$ cat src/rtl/rfc_pkg.sv
`timescale 1ns / 1ps
// ----------------------------------------------------------------------------
// rfc_pkg
// Shared types and constants for the range frame check and trimmed mean unit.
// ----------------------------------------------------------------------------
package rfc_pkg;

    localparam int WINDOW_LEN = 10;
    localparam int WINDOW_DEN = WINDOW_LEN - 2;
    localparam int DIST_W     = 16;
    localparam int SLOT_W     = $clog2(WINDOW_LEN);
    localparam int SUM_W      = DIST_W + $clog2(WINDOW_LEN);
    localparam int WIDE_W     = SUM_W + 4;
    localparam int FILT_W     = 20;
    localparam int CFG_IDX_W  = 2;

    typedef logic [DIST_W-1:0] t_dist;
    typedef logic [SLOT_W-1:0] t_slot;
    typedef logic [SUM_W-1:0]  t_sum;
    typedef logic [WIDE_W-1:0] t_wide;
    typedef logic [FILT_W-1:0] t_filt;
    typedef logic [CFG_IDX_W-1:0] t_cfg_idx;

    localparam logic [7:0] FRAME_HEADER = 8'hFF;
    localparam t_slot      LAST_SLOT    = t_slot'(WINDOW_LEN - 1);

    localparam t_dist RST_MIN_DIST  = t_dist'(200);
    localparam t_dist RST_MAX_DIST  = t_dist'(6000);
    localparam t_dist RST_SPIKE_THR = t_dist'(200);

    localparam t_cfg_idx REG_MIN_DIST  = 2'd0;
    localparam t_cfg_idx REG_MAX_DIST  = 2'd1;
    localparam t_cfg_idx REG_SPIKE_THR = 2'd2;

    typedef enum logic [1:0] {
        ST_OK      = 2'd0,
        ST_TIMEOUT = 2'd1,
        ST_BAD     = 2'd2
    } t_status;

    typedef struct packed {
        logic       timed_out;
        logic [7:0] header_byte;
        logic [7:0] dist_high;
        logic [7:0] dist_low;
        logic [7:0] check_byte;
    } t_frame;

    typedef struct packed {
        t_status status;
        t_dist   raw;
    } t_stage;

    typedef struct packed {
        logic  en;
        t_dist value;
    } t_hist_wr;

    typedef struct packed {
        t_status status;
        t_dist   raw;
        t_sum    trim_sum;
    } t_stats;

    typedef struct packed {
        t_status status;
        t_dist   raw_distance_mm;
        t_filt   filtered_distance;
        logic    spike_rejected;
    } t_result;

endpackage

$ cat src/rtl/rfc_in_if.sv
`timescale 1ns / 1ps
// ----------------------------------------------------------------------------
// rfc_in_if
// Frame channel: valid/ready handshake with one ranging frame per item.
// ----------------------------------------------------------------------------
interface rfc_in_if;
    logic       valid;
    logic       ready;
    logic       timed_out;
    logic [7:0] header_byte;
    logic [7:0] dist_high;
    logic [7:0] dist_low;
    logic [7:0] check_byte;

    modport source (
        output valid, timed_out, header_byte, dist_high, dist_low, check_byte,
        input  ready
    );
    modport sink (
        input  valid, timed_out, header_byte, dist_high, dist_low, check_byte,
        output ready
    );
endinterface

$ cat src/rtl/rfc_out_if.sv
`timescale 1ns / 1ps
// ----------------------------------------------------------------------------
// rfc_out_if
// Result channel: valid/ready handshake with one filtered distance per item.
// ----------------------------------------------------------------------------
interface rfc_out_if;
    logic        valid;
    logic        ready;
    logic [1:0]  status;
    logic [15:0] raw_distance_mm;
    logic [19:0] filtered_distance;
    logic        spike_rejected;

    modport source (
        output valid, status, raw_distance_mm, filtered_distance, spike_rejected,
        input  ready
    );
    modport sink (
        input  valid, status, raw_distance_mm, filtered_distance, spike_rejected,
        output ready
    );
endinterface

$ cat src/rtl/rfc_check.sv
`timescale 1ns / 1ps
// ----------------------------------------------------------------------------
// rfc_check
// Input register and frame check: header, checksum and range limits.
// ----------------------------------------------------------------------------
module rfc_check (
    input  logic              i_clk,
    input  logic              i_rst_n,
    input  logic              i_valid,
    output logic              o_ready,
    input  rfc_pkg::t_frame   i_frame,
    input  rfc_pkg::t_dist    i_min_dist,
    input  rfc_pkg::t_dist    i_max_dist,
    output logic              o_valid,
    input  logic              i_ready,
    output rfc_pkg::t_stage   o_stage,
    output rfc_pkg::t_hist_wr o_wr
);

    logic            r_v1;
    rfc_pkg::t_frame r_f1;
    logic            r_v2;
    rfc_pkg::t_stage r_s2;
    rfc_pkg::t_stage n_s2;
    logic            adv1;
    logic [7:0]      n_chk;
    rfc_pkg::t_dist  n_raw;

    assign adv1    = !r_v2 || i_ready;
    assign o_ready = !r_v1 || adv1;

    always_comb begin
        n_raw = {r_f1.dist_high, r_f1.dist_low};
        n_chk = rfc_pkg::FRAME_HEADER + r_f1.dist_high + r_f1.dist_low;
        n_s2.raw = '0;
        priority if (r_f1.timed_out) begin
            n_s2.status = rfc_pkg::ST_TIMEOUT;
        end else if (r_f1.header_byte != rfc_pkg::FRAME_HEADER ||
                     n_chk != r_f1.check_byte ||
                     n_raw < i_min_dist || n_raw > i_max_dist) begin
            n_s2.status = rfc_pkg::ST_BAD;
        end else begin
            n_s2.status = rfc_pkg::ST_OK;
            n_s2.raw    = n_raw;
        end
    end

    // history is written as the item moves on, so the next stage sees it
    assign o_wr.en    = r_v1 && adv1 && (n_s2.status == rfc_pkg::ST_OK);
    assign o_wr.value = n_raw;

    always_ff @(posedge i_clk) begin
        if (!i_rst_n) begin
            r_v1 <= 1'b0;
            r_v2 <= 1'b0;
        end else begin
            if (o_ready) begin
                r_v1 <= i_valid;
            end
            if (adv1) begin
                r_v2 <= r_v1;
            end
        end
    end

    always_ff @(posedge i_clk) begin
        if (o_ready) begin
            r_f1 <= i_frame;
        end
        if (adv1) begin
            r_s2 <= n_s2;
        end
    end

    assign o_valid = r_v2;
    assign o_stage = r_s2;

endmodule

$ cat src/rtl/rfc_window.sv
`timescale 1ns / 1ps
// ----------------------------------------------------------------------------
// rfc_window
// Distance history ring with sum, minimum and maximum for the trimmed sum.
// ----------------------------------------------------------------------------
module rfc_window (
    input  logic              i_clk,
    input  logic              i_rst_n,
    input  rfc_pkg::t_hist_wr i_wr,
    input  logic              i_valid,
    output logic              o_ready,
    input  rfc_pkg::t_stage   i_stage,
    output logic              o_valid,
    input  logic              i_ready,
    output rfc_pkg::t_stats   o_stats
);

    rfc_pkg::t_dist  r_win [rfc_pkg::WINDOW_LEN];
    rfc_pkg::t_slot  r_slot;
    logic            r_v3;
    rfc_pkg::t_stats r_s3;
    rfc_pkg::t_sum   n_sum;
    rfc_pkg::t_dist  n_min;
    rfc_pkg::t_dist  n_max;
    rfc_pkg::t_sum   n_trim;

    assign o_ready = !r_v3 || i_ready;

    always_comb begin
        n_sum = '0;
        n_min = '1;
        n_max = '0;
        for (int i = 0; i < rfc_pkg::WINDOW_LEN; i++) begin
            n_sum = n_sum + rfc_pkg::t_sum'(r_win[i]);
            if (r_win[i] < n_min) begin
                n_min = r_win[i];
            end
            if (r_win[i] > n_max) begin
                n_max = r_win[i];
            end
        end
        n_trim = n_sum - rfc_pkg::t_sum'(n_min) - rfc_pkg::t_sum'(n_max);
    end

    always_ff @(posedge i_clk) begin
        if (!i_rst_n) begin
            for (int i = 0; i < rfc_pkg::WINDOW_LEN; i++) begin
                r_win[i] <= '0;
            end
            r_slot <= '0;
            r_v3   <= 1'b0;
        end else begin
            if (i_wr.en) begin
                r_win[r_slot] <= i_wr.value;
                r_slot <= (r_slot == rfc_pkg::LAST_SLOT) ? '0 : r_slot + 1'b1;
            end
            if (o_ready) begin
                r_v3 <= i_valid;
            end
        end
    end

    always_ff @(posedge i_clk) begin
        if (o_ready) begin
            r_s3.status   <= i_stage.status;
            r_s3.raw      <= i_stage.raw;
            r_s3.trim_sum <= n_trim;
        end
    end

    assign o_valid = r_v3;
    assign o_stats = r_s3;

endmodule

$ cat src/rtl/rfc_filter.sv
`timescale 1ns / 1ps
// ----------------------------------------------------------------------------
// rfc_filter
// Trimmed mean, spike decision and blend into the result register.
// ----------------------------------------------------------------------------
module rfc_filter (
    input  logic             i_clk,
    input  logic             i_rst_n,
    input  rfc_pkg::t_dist   i_spike_thr,
    input  logic             i_valid,
    output logic             o_ready,
    input  rfc_pkg::t_stats  i_stats,
    output logic             o_valid,
    input  logic             i_ready,
    output rfc_pkg::t_result o_result
);

    logic             r_vo;
    rfc_pkg::t_result r_res;
    rfc_pkg::t_result n_res;
    rfc_pkg::t_wide   n_a;
    rfc_pkg::t_wide   n_s;
    rfc_pkg::t_wide   n_diff;
    rfc_pkg::t_wide   n_lim;
    rfc_pkg::t_wide   n_mean;
    rfc_pkg::t_wide   n_blend;
    logic             n_spike;

    assign o_ready = !r_vo || i_ready;

    always_comb begin
        n_s     = rfc_pkg::t_wide'(i_stats.trim_sum);
        n_a     = rfc_pkg::t_wide'(i_stats.raw) * rfc_pkg::t_wide'(rfc_pkg::WINDOW_DEN);
        n_lim   = rfc_pkg::t_wide'(i_spike_thr) * rfc_pkg::t_wide'(rfc_pkg::WINDOW_DEN);
        n_diff  = (n_a > n_s) ? (n_a - n_s) : (n_s - n_a);
        n_spike = n_diff > n_lim;
        n_mean  = rfc_pkg::t_wide'((n_s << 4) / rfc_pkg::WINDOW_DEN);
        n_blend = rfc_pkg::t_wide'(((n_a + n_s) << 3) / rfc_pkg::WINDOW_DEN);

        n_res.status = i_stats.status;
        if (i_stats.status == rfc_pkg::ST_OK) begin
            n_res.raw_distance_mm   = i_stats.raw;
            n_res.spike_rejected    = n_spike;
            n_res.filtered_distance = n_spike ? n_mean[rfc_pkg::FILT_W-1:0]
                                              : n_blend[rfc_pkg::FILT_W-1:0];
        end else begin
            n_res.raw_distance_mm   = '0;
            n_res.spike_rejected    = 1'b0;
            n_res.filtered_distance = '0;
        end
    end

    always_ff @(posedge i_clk) begin
        if (!i_rst_n) begin
            r_vo <= 1'b0;
        end else if (o_ready) begin
            r_vo <= i_valid;
        end
    end

    always_ff @(posedge i_clk) begin
        if (o_ready) begin
            r_res <= n_res;
        end
    end

    assign o_valid  = r_vo;
    assign o_result = r_res;

endmodule

$ cat src/rtl/range_frame_check_trimmed_mean_unit.sv
`timescale 1ns / 1ps
// ----------------------------------------------------------------------------
// range_frame_check_trimmed_mean_unit
// Ranging frame checker with a trimmed mean moving window filter.
// ----------------------------------------------------------------------------
// i_frame carries one item per handshake: a timeout mark or a frame of header,
// distance bytes and checksum. o_result returns one item per frame with the
// status, the accepted raw distance and the filtered distance in 1/16 mm.
// limits and spike threshold are written through i_cfg_we/i_cfg_idx/i_cfg_wdata
// only while no item is in flight, a rule on the user that the block itself does
// not enforce; unknown indexes are ignored
// while the receiver takes results, one item per cycle is sustained through
// four register stages (input, check, window statistics, result)
// the ten-entry history is written when a good frame leaves the input register,
// so sum, minimum and maximum see that frame and the good frames ahead of it
// reset clears the history, the write slot, all stage valids and restores
// the register defaults
// a stalled receiver holds the result; stages behind it keep filling until
// all are full, and only then is i_frame.ready dropped
// ----------------------------------------------------------------------------
module range_frame_check_trimmed_mean_unit (
    input  logic                      i_clk,
    input  logic                      i_rst_n,
    rfc_in_if.sink                    i_frame,
    rfc_out_if.source                 o_result,
    input  logic                      i_cfg_we,
    input  rfc_pkg::t_cfg_idx         i_cfg_idx,
    input  rfc_pkg::t_dist            i_cfg_wdata
);

    rfc_pkg::t_dist    r_min_dist;
    rfc_pkg::t_dist    r_max_dist;
    rfc_pkg::t_dist    r_spike_thr;
    rfc_pkg::t_frame   frame;
    rfc_pkg::t_stage   stage;
    rfc_pkg::t_hist_wr hist_wr;
    rfc_pkg::t_stats   stats;
    rfc_pkg::t_result  result;
    logic              chk_valid;
    logic              win_ready;
    logic              win_valid;
    logic              flt_ready;

    always_ff @(posedge i_clk) begin
        if (!i_rst_n) begin
            r_min_dist  <= rfc_pkg::RST_MIN_DIST;
            r_max_dist  <= rfc_pkg::RST_MAX_DIST;
            r_spike_thr <= rfc_pkg::RST_SPIKE_THR;
        end else if (i_cfg_we) begin
            unique case (i_cfg_idx)
                rfc_pkg::REG_MIN_DIST:  r_min_dist  <= i_cfg_wdata;
                rfc_pkg::REG_MAX_DIST:  r_max_dist  <= i_cfg_wdata;
                rfc_pkg::REG_SPIKE_THR: r_spike_thr <= i_cfg_wdata;
                default: ;
            endcase
        end
    end

    assign frame.timed_out   = i_frame.timed_out;
    assign frame.header_byte = i_frame.header_byte;
    assign frame.dist_high   = i_frame.dist_high;
    assign frame.dist_low    = i_frame.dist_low;
    assign frame.check_byte  = i_frame.check_byte;

    rfc_check u_check (
        .i_clk      (i_clk),
        .i_rst_n    (i_rst_n),
        .i_valid    (i_frame.valid),
        .o_ready    (i_frame.ready),
        .i_frame    (frame),
        .i_min_dist (r_min_dist),
        .i_max_dist (r_max_dist),
        .o_valid    (chk_valid),
        .i_ready    (win_ready),
        .o_stage    (stage),
        .o_wr       (hist_wr)
    );

    rfc_window u_window (
        .i_clk   (i_clk),
        .i_rst_n (i_rst_n),
        .i_wr    (hist_wr),
        .i_valid (chk_valid),
        .o_ready (win_ready),
        .i_stage (stage),
        .o_valid (win_valid),
        .i_ready (flt_ready),
        .o_stats (stats)
    );

    rfc_filter u_filter (
        .i_clk       (i_clk),
        .i_rst_n     (i_rst_n),
        .i_spike_thr (r_spike_thr),
        .i_valid     (win_valid),
        .o_ready     (flt_ready),
        .i_stats     (stats),
        .o_valid     (o_result.valid),
        .i_ready     (o_result.ready),
        .o_result    (result)
    );

    assign o_result.status            = result.status;
    assign o_result.raw_distance_mm   = result.raw_distance_mm;
    assign o_result.filtered_distance = result.filtered_distance;
    assign o_result.spike_rejected    = result.spike_rejected;

    a_err_zeroed : assert property (@(posedge i_clk) disable iff (!i_rst_n)
        o_result.valid && o_result.status != rfc_pkg::ST_OK |->
            o_result.raw_distance_mm == '0 && o_result.filtered_distance == '0 &&
            !o_result.spike_rejected)
        else $error("error item carries a nonzero payload");

    a_stall_only_full : assert property (@(posedge i_clk) disable iff (!i_rst_n)
        !i_frame.ready |-> o_result.valid && !o_result.ready)
        else $error("input stalled while the result side can move");

    a_reset_empty : assert property (@(posedge i_clk)
        !i_rst_n |=> !o_result.valid)
        else $error("result valid right after reset");

endmodule

$ cat src/flat_wrapper.sv
// flat-port wrapper written by rule: the top's interface ports become plain ports
module range_frame_check_trimmed_mean_unit_flat 
  (i_clk, i_rst_n, i_cfg_we, i_cfg_idx, i_cfg_wdata, i_frame_valid, i_frame_timed_out, i_frame_header_byte, i_frame_dist_high, i_frame_dist_low, i_frame_check_byte, i_frame_ready, o_result_valid, o_result_status, o_result_raw_distance_mm, o_result_filtered_distance, o_result_spike_rejected, o_result_ready);
  rfc_in_if i_frame_i ();
  rfc_out_if o_result_i ();
  input  logic i_clk;
  input  logic i_rst_n;
  input  logic i_cfg_we;
  input  rfc_pkg::t_cfg_idx i_cfg_idx;
  input  rfc_pkg::t_dist i_cfg_wdata;
  input wire logic [$bits(i_frame_i.valid)-1:0] i_frame_valid;
  input wire logic [$bits(i_frame_i.timed_out)-1:0] i_frame_timed_out;
  input wire logic [$bits(i_frame_i.header_byte)-1:0] i_frame_header_byte;
  input wire logic [$bits(i_frame_i.dist_high)-1:0] i_frame_dist_high;
  input wire logic [$bits(i_frame_i.dist_low)-1:0] i_frame_dist_low;
  input wire logic [$bits(i_frame_i.check_byte)-1:0] i_frame_check_byte;
  output wire logic [$bits(i_frame_i.ready)-1:0] i_frame_ready;
  output wire logic [$bits(o_result_i.valid)-1:0] o_result_valid;
  output wire logic [$bits(o_result_i.status)-1:0] o_result_status;
  output wire logic [$bits(o_result_i.raw_distance_mm)-1:0] o_result_raw_distance_mm;
  output wire logic [$bits(o_result_i.filtered_distance)-1:0] o_result_filtered_distance;
  output wire logic [$bits(o_result_i.spike_rejected)-1:0] o_result_spike_rejected;
  input wire logic [$bits(o_result_i.ready)-1:0] o_result_ready;
  assign i_frame_i.valid = i_frame_valid;
  assign i_frame_i.timed_out = i_frame_timed_out;
  assign i_frame_i.header_byte = i_frame_header_byte;
  assign i_frame_i.dist_high = i_frame_dist_high;
  assign i_frame_i.dist_low = i_frame_dist_low;
  assign i_frame_i.check_byte = i_frame_check_byte;
  assign i_frame_ready = i_frame_i.ready;
  assign o_result_valid = o_result_i.valid;
  assign o_result_status = o_result_i.status;
  assign o_result_raw_distance_mm = o_result_i.raw_distance_mm;
  assign o_result_filtered_distance = o_result_i.filtered_distance;
  assign o_result_spike_rejected = o_result_i.spike_rejected;
  assign o_result_i.ready = o_result_ready;
  range_frame_check_trimmed_mean_unit u_core (.i_clk(i_clk), .i_rst_n(i_rst_n), .i_frame(i_frame_i), .o_result(o_result_i), .i_cfg_we(i_cfg_we), .i_cfg_idx(i_cfg_idx), .i_cfg_wdata(i_cfg_wdata));
endmodule
$ cat config.mk
export PLATFORM = sky130hd
export DESIGN_NAME = range_frame_check_trimmed_mean_unit_flat
export DESIGN_NICKNAME = d
export VERILOG_FILES = /design/src/rtl/rfc_pkg.sv /design/src/rtl/rfc_in_if.sv /design/src/rtl/rfc_out_if.sv /design/src/rtl/rfc_check.sv /design/src/rtl/rfc_window.sv /design/src/rtl/rfc_filter.sv /design/src/rtl/range_frame_check_trimmed_mean_unit.sv /design/src/flat_wrapper.sv
export SDC_FILE = /design/constraint.sdc
export NUM_CORES = 2
export LEC_CHECK = 0
export ABC_AREA = 1
export BUFFER_PORTS_ARGS = -buffer_cell sky130_fd_sc_hd__buf_4
export CAP_MARGIN = 5
export CELL_PAD_IN_SITES_DETAIL_PLACEMENT = 2
export CELL_PAD_IN_SITES_GLOBAL_PLACEMENT = 2
export CORE_ASPECT_RATIO = 1.4
export CORE_MARGIN = 1.5
export CORE_UTILIZATION = 30
export DETAILED_ROUTE_END_ITERATION = 8
export HOLD_SLACK_MARGIN = 0.05
export PLACE_DENSITY = 0.65
export SLEW_MARGIN = 20
export SYNTH_ARGS = -nofsm -noshare
export SYNTH_HDL_FRONTEND = slang
export SYNTH_HIERARCHICAL = 1
export SYNTH_SLANG_ARGS = --single-unit
$ cat constraint.sdc
create_clock -name i_clk -period 47.6 [get_ports i_clk]
set_clock_uncertainty 0.2 [all_clocks]
set_input_delay 4.76 -clock i_clk [delete_from_list [all_inputs] [get_ports i_clk]]
set_output_delay 4.76 -clock i_clk [all_outputs]
set_load 0.03 [all_outputs]
Word-level counts from Yosys, hierarchy flattened

Memory sizes are Yosys's and may differ from the RTL's.
Index checks and enable logic that the tools add are counted.

Output and inout bits: 41
Memories: 1
Input port bits: 56
RAM bits: 160
Logic and storage cells: 125
Register bits after elaboration: 184

Memory list:

| name                  | words | width | rd ports | clocked after memory_dff | write ports | RTL line         | source |
|---|---|---|---|---|---|---|---|
| u_core.u_window.r_win | 10    | 16    | 10       | 0                        | 10          | rfc_window.sv:18 | `rfc_pkg::t_dist r_win [rfc_pkg::WINDOW_LEN];` |

Equal/unequal tests: 5
Reductions and logical operators: 22
Mux-type cells: 32
Magnitude comparators: 24
Add/sub/neg operators: 17
Bitwise gates (word level): 1

Operator list:

| kind                 | count |
|---|---|
| $mux 16              | 21 |
| $gt 16x16->1         | 10 |
| $lt 16x16->1         | 10 |
| $add 20x16->20       | 5 |
| $sub 20x16->20       | 2 |
| $gt 24x19->1         | 1 |
| $mux 24              | 1 |
| $sub 19x20->21       | 1 |
| $sub 20x19->21       | 1 |
| $add 19x16->20       | 1 |
| $add 19x20->20       | 1 |
| $gt 19x20->1         | 1 |
| $mux 20              | 1 |
| $add 18x16->19       | 1 |
| $add 17x16->18       | 1 |
| $add 16x16->17       | 1 |
| $gt 16x1->1 const B  | 1 |
| $lt 16x16->1 const B | 1 |
| $reduce_or 16->1     | 1 |
| $add 8x8->8          | 1 |
| $add 8x8->8 const A  | 1 |
| $mux 4               | 2 |
| $ne 8x8->1           | 1 |
| $ne 8x8->1 const B   | 1 |
| other kinds (13)     | 33 |

Depth between registers and ports, before layout

An unclocked memory read counts as a cell.

Word-level depth: 23
Depth in mapped cells: 157

Modules after synthesis

Netlist, hierarchy kept.

Modules (own cells, without submodules):

| module                              | instances | cells each | area an instance (um^2) |
|---|---|---|---|
| rfc_window                          | 1         | 2,548      | 21,175.3 |
| rfc_filter                          | 1         | 750        | 5,121.2 |
| rfc_check                           | 1         | 331        | 3,255.6 |
| range_frame_check_trimmed_mean_unit | 1         | 287        | 1,953.1 |

Least setup slack after synthesis

OpenSTA, ideal clock, no wires.

Kind: register to register
Start: memory u_core/u_window/r_win[1][9] (netlist bit)
End: register u_core.u_window.r_s3, in the netlist u_core/u_window/o_stats[19] (data pin)
Cell stages (with the launch flop): 113
Path slack: 28,364 ps
Path buffers: 15
Data required time: 47,142 ps
Setup time: 258 ps
Data arrival time: 18,779 ps
Cell sequence: edfxtp_1 ha_1 a21oi_1 o21ai_1 a21oi_1 nand2_2 nand2_2 buf_4 clkbuf_1 o21ai_0 ha_1 nand4_1 nor3_1 and3_1 nand4_1 nand2_2 buf_4 clkbuf_1 [77 not listed] ha_1 a21oi_1 nand2_1 a21oi_1 o21bai_1 a21o_1 a21oi_1 o21ai_0 a21oi_1 o21bai_1 nand3_1 nand2_1 a21oi_1 inv_1 a21oi_1 o21ai_0 a21oi_1 xnor2_1

RTL lines:

| what            | RTL line         | source |
|---|---|---|
| start, declared | rfc_window.sv:18 |  |
| end, declared   | rfc_window.sv:21 | `rfc_pkg::t_stats r_s3;` |

==> reports/results.tsv <==
stage	metric	value	unit
synth	ys flop type	edfxtp_1	
sta	Hold Vio Cnt, Final	0	
synth	mux share of post-synthesis cell area	0	%
final_layout	commonest non-fill, non-tap cells in the layout	933 x nand2_1, 590 x inv_1, 399 x ha_1, 369 x nor2_1, 288 x edfxtp_1	
clock_tree	worst-case clock buffer depth	3	
critical_path	Worst R2R End	u_core/u_window/o_stats[19]$_DFFE_PP_	
critical_path	critical path's slowest cell	o21ai_0	
routing	Post-DRT Antenna Nets	0	
critical_path	Crit Path Category	reg2reg	
critical_path	Crit Path Max Fanout	31	
clock_tree	CTS Root Buffer Type	clkbuf_16	
synth	sequential element share of the synthesized area	31.0	%
sta	unrepaired setup endpoints after global routing	no	
floorplanning	die area	107000	µm²
grt	global-route wire length before repair	202000	µm
sta	minimum clock period	26.03	ns
sta	final setup violation count	0	
final_layout	P&R area growth vs syn	10.3	%
placed_design	Detailed Place HPWL	115000	µm
routing	routed wire length	139000	µm
synth	syn nets	4532	
hold_path	Hold EP	u_core/u_window/o_stats[25]$_DFFE_PP_	
clock_tree	Post-CTS Resized	0	
clock_tree	CTS clock-pin slew for the worst setup and hold paths	0.07	ns
synth	Post-synth EDFFs	288	
placed_design	pre-CTS WS	21.74	ns
grt	largest net degree at the start of global routing	42	
synth	Yosys warning total	6	
hold_path	hold path depth	0	
floorplanning	Die X	277	µm
synth	Adder-Cell Fraction of Synth Area	26.1	%
synth	Mean Syn Cell Area	8.05	µm²
sta	final max-slew violation count	0	
sta	FMAX	38.4	MHz
floorplanning	initial core utilization	30.3	%
sta	worst hold slack	0.218	ns
sta	setup ws final	21.57	ns
final_layout	# fillers	12042	
clock_tree	Worst-Skew Late Latency	0.61	ns
synth	Post-Syn Area	31500	µm²
clock_tree	Post-CTS Hold Buffers	0	
sta	Rel. slew slack	31.3	%
final_layout	Diodes inserted	0	
critical_path	FF-to-FF Start	u_core/u_window/r_win[0][5]$_SDFFCE_PN0P_	
critical_path	FF-to-FF setup slack	21.57	ns
sta	slew at the pin closest to its max-slew limit	1.02	ns
sta	fin crit share	54.7	%
placed_design	placer congestion estimate	0.953	
synth	compound-cell area share of the yosys netlist	9.67	%
critical_path	startpoint types	flip-flop	
synth	asr flop ratio synth	0	%
final_layout	Final #Nets	4558	
grt	Tot GR Track Use	25.8	%
critical_path	Critical Path Sink Type	flip-flop	
critical_path	Reg2Reg Depth	97	
synth	area leader, netlist	edfxtp_1	
critical_path	cell mode on critical path	nand2_1	
clock_tree	clk sinks	344	
routing	initial drt markers	1251	
routing	Detailed Routing Iterations Pass 1	5	
clock_tree	Setup Fix Bufs, Post-CTS	0	
final_layout	commonest non-fill, non-tap cell in the layout	nand2_1	
clock_tree	CTS tree	done	
synth	largest family of logic cells by synthesized area	adder cells	
grt	vias in the first global route	30197	
hold_path	HP Class	reg2reg	
synth	dominant cells by area after synthesis	edfxtp_1 27%, ha_1 16%, nand2_1 11%	
grt	initial antenna violation count	1	
placed_design	I/O Buffers	96	
routing	DRC Markers	0	
synth	Cells after Synth	3916	
synth	Yosys reg bits	344	
critical_path	CP peak stage delay	0.78	ns
floorplanning	chip height	386	µm
sta	Final TNS setup	0	ns
critical_path	CP Data Required Time	47.73	ns
job	MaxCap Viol Count	0	
routing	WL/cell	26.2	µm
floorplanning	FP Rows	140	
final_layout	share of layout cells above drive strength 1	6.97	%
grt	GRT overflow	0	
floorplanning	core area	104000	µm²
synth	Synth Area in Simple Gates	22.5	%
routing	via count	27367	
synth	Synth Area in XOR/XNOR	1.45	%
synth	Synth top area share	27.5	%
critical_path	CP arrival	26.16	ns
outcome	status	finished, final reports clean	
floorplanning	io pins	97	
routing	via/cell ratio	5.14	
synth	distinct cell type count after synthesis	52	
clock_tree	H-tree levels	2	
hold_path	hold path startpoint	u_core/u_check/o_stage[5]$_SDFFCE_PP0N_	
clock_tree	CTS Buf Count	40	
[sequential cells by signal, summed over array words and instances (netlist names)]
name                      cells
u_core/u_window/r_win       160
u_core/u_filter/o_result     39
u_core/u_window/o_stats      38
u_core/u_check/o_stage       18
u_core/u_check/r_f1          17
u_core/r_max_dist            16
u_core/r_min_dist            16
u_core/r_spike_thr           16
u_core/u_check/o_wr          16
u_core/u_window/r_slot        4
u_core/u_check/o_valid        1
u_core/u_check/r_v1           1
u_core/u_filter/o_valid       1
u_core/u_window/o_valid       1
[Yosys cell counts, types with 18 or more instances]
cell type,number
nand2_1,935
inv_1,590
ha_1,399
nor2_1,371
edfxtp_1,288
o21ai_0,265
a21oi_1,201
nand3_1,186
fa_1,161
clkbuf_1,62
dfxtp_1,56
nand4_1,55
xor2_1,44
buf_4,34
nand2_2,30
a211oi_1,28
nor3_1,25
buf_2,19
o21bai_1,18
[worst max-delay path: cells and delay by family, from the launching register on]
kind | cells | cell delay, ns
xor+xnor | 1 | 0.08
flops | 1 | 0.49
fa+ha+maj | 15 | 5.89
buf+inv | 6 | 0.41
compound gates | 38 | 10.95
simple gates | 37 | 7.63
[kinds of logic (layout without fill, tap and decap cells)]
kind of cell	after synthesis	count (layout)
DFF	344	344
adders and majority gates	560	560
xor gates and xnor gates	52	52
AOI/OAI and AO/OA	556	556
buffers and inverters	727	785
and+or+nand+nor	1677	1677
[worst max path at each step]
stage	slack, ns	startpoint	to	cells past startpoint
after global routing	19.52	u_core/u_window/r_win[0][5]$_SDFFCE_PN0P_	u_core/u_window/o_stats[19]$_DFFE_PP_	100
after global placement	21.96	u_core/u_window/r_win[0][5]$_SDFFCE_PN0P_	u_core/u_window/o_stats[18]$_DFFE_PP_	95
after detailed placement	21.74	u_core/u_window/r_win[0][2]$_SDFFCE_PN0P_	u_core/u_window/o_stats[18]$_DFFE_PP_	98
final	21.57	u_core/u_window/r_win[0][5]$_SDFFCE_PN0P_	u_core/u_window/o_stats[19]$_DFFE_PP_	97
after floorplan	28.36	u_core/u_window/r_win[1][9]$_SDFFCE_PN0P_	u_core/u_window/o_stats[19]$_DFFE_PP_	112
after CTS	21.59	u_core/u_window/r_win[0][2]$_SDFFCE_PN0P_	u_core/u_window/o_stats[19]$_DFFE_PP_	99
[per-layer routing]
metal | GRT usage [%] | share of wire, %
met1 | 27.2 | 37
met2 | 50.8 | 55
met3 | 1.92 | 2.2
met4 | 12.9 | 5.6
met5 | 0 | 0
[area by class of cell]
class / count / area (µm²) / area share (%)
clock buffer: 45 / 1030 / 2.96
clock inverter: 29 / 357 / 1.03
timing repair buffer: 107 / 803 / 2.31
inverter: 604 / 2270 / 6.52
sequential: 344 / 9770 / 28.1
multi-input combinational: 2845 / 18800 / 54.2
tap: 1349 / 1690 / 4.86
[through the flow]
stage	std cells	utilization, %	cell area, µm²
6_report	5323	33.4	34700
5_1_grt	5323	33.4	34700
4_1_cts	5323	33.4	34700
3_5_place_dp	5249	32.1	33400
3_3_place_gp	5249	32.1	33400
2_1_floorplan	3916	-	31500
Power is not shown: default switching activity piles up to over one toggle a cycle in this logic, so the estimate is an artifact.
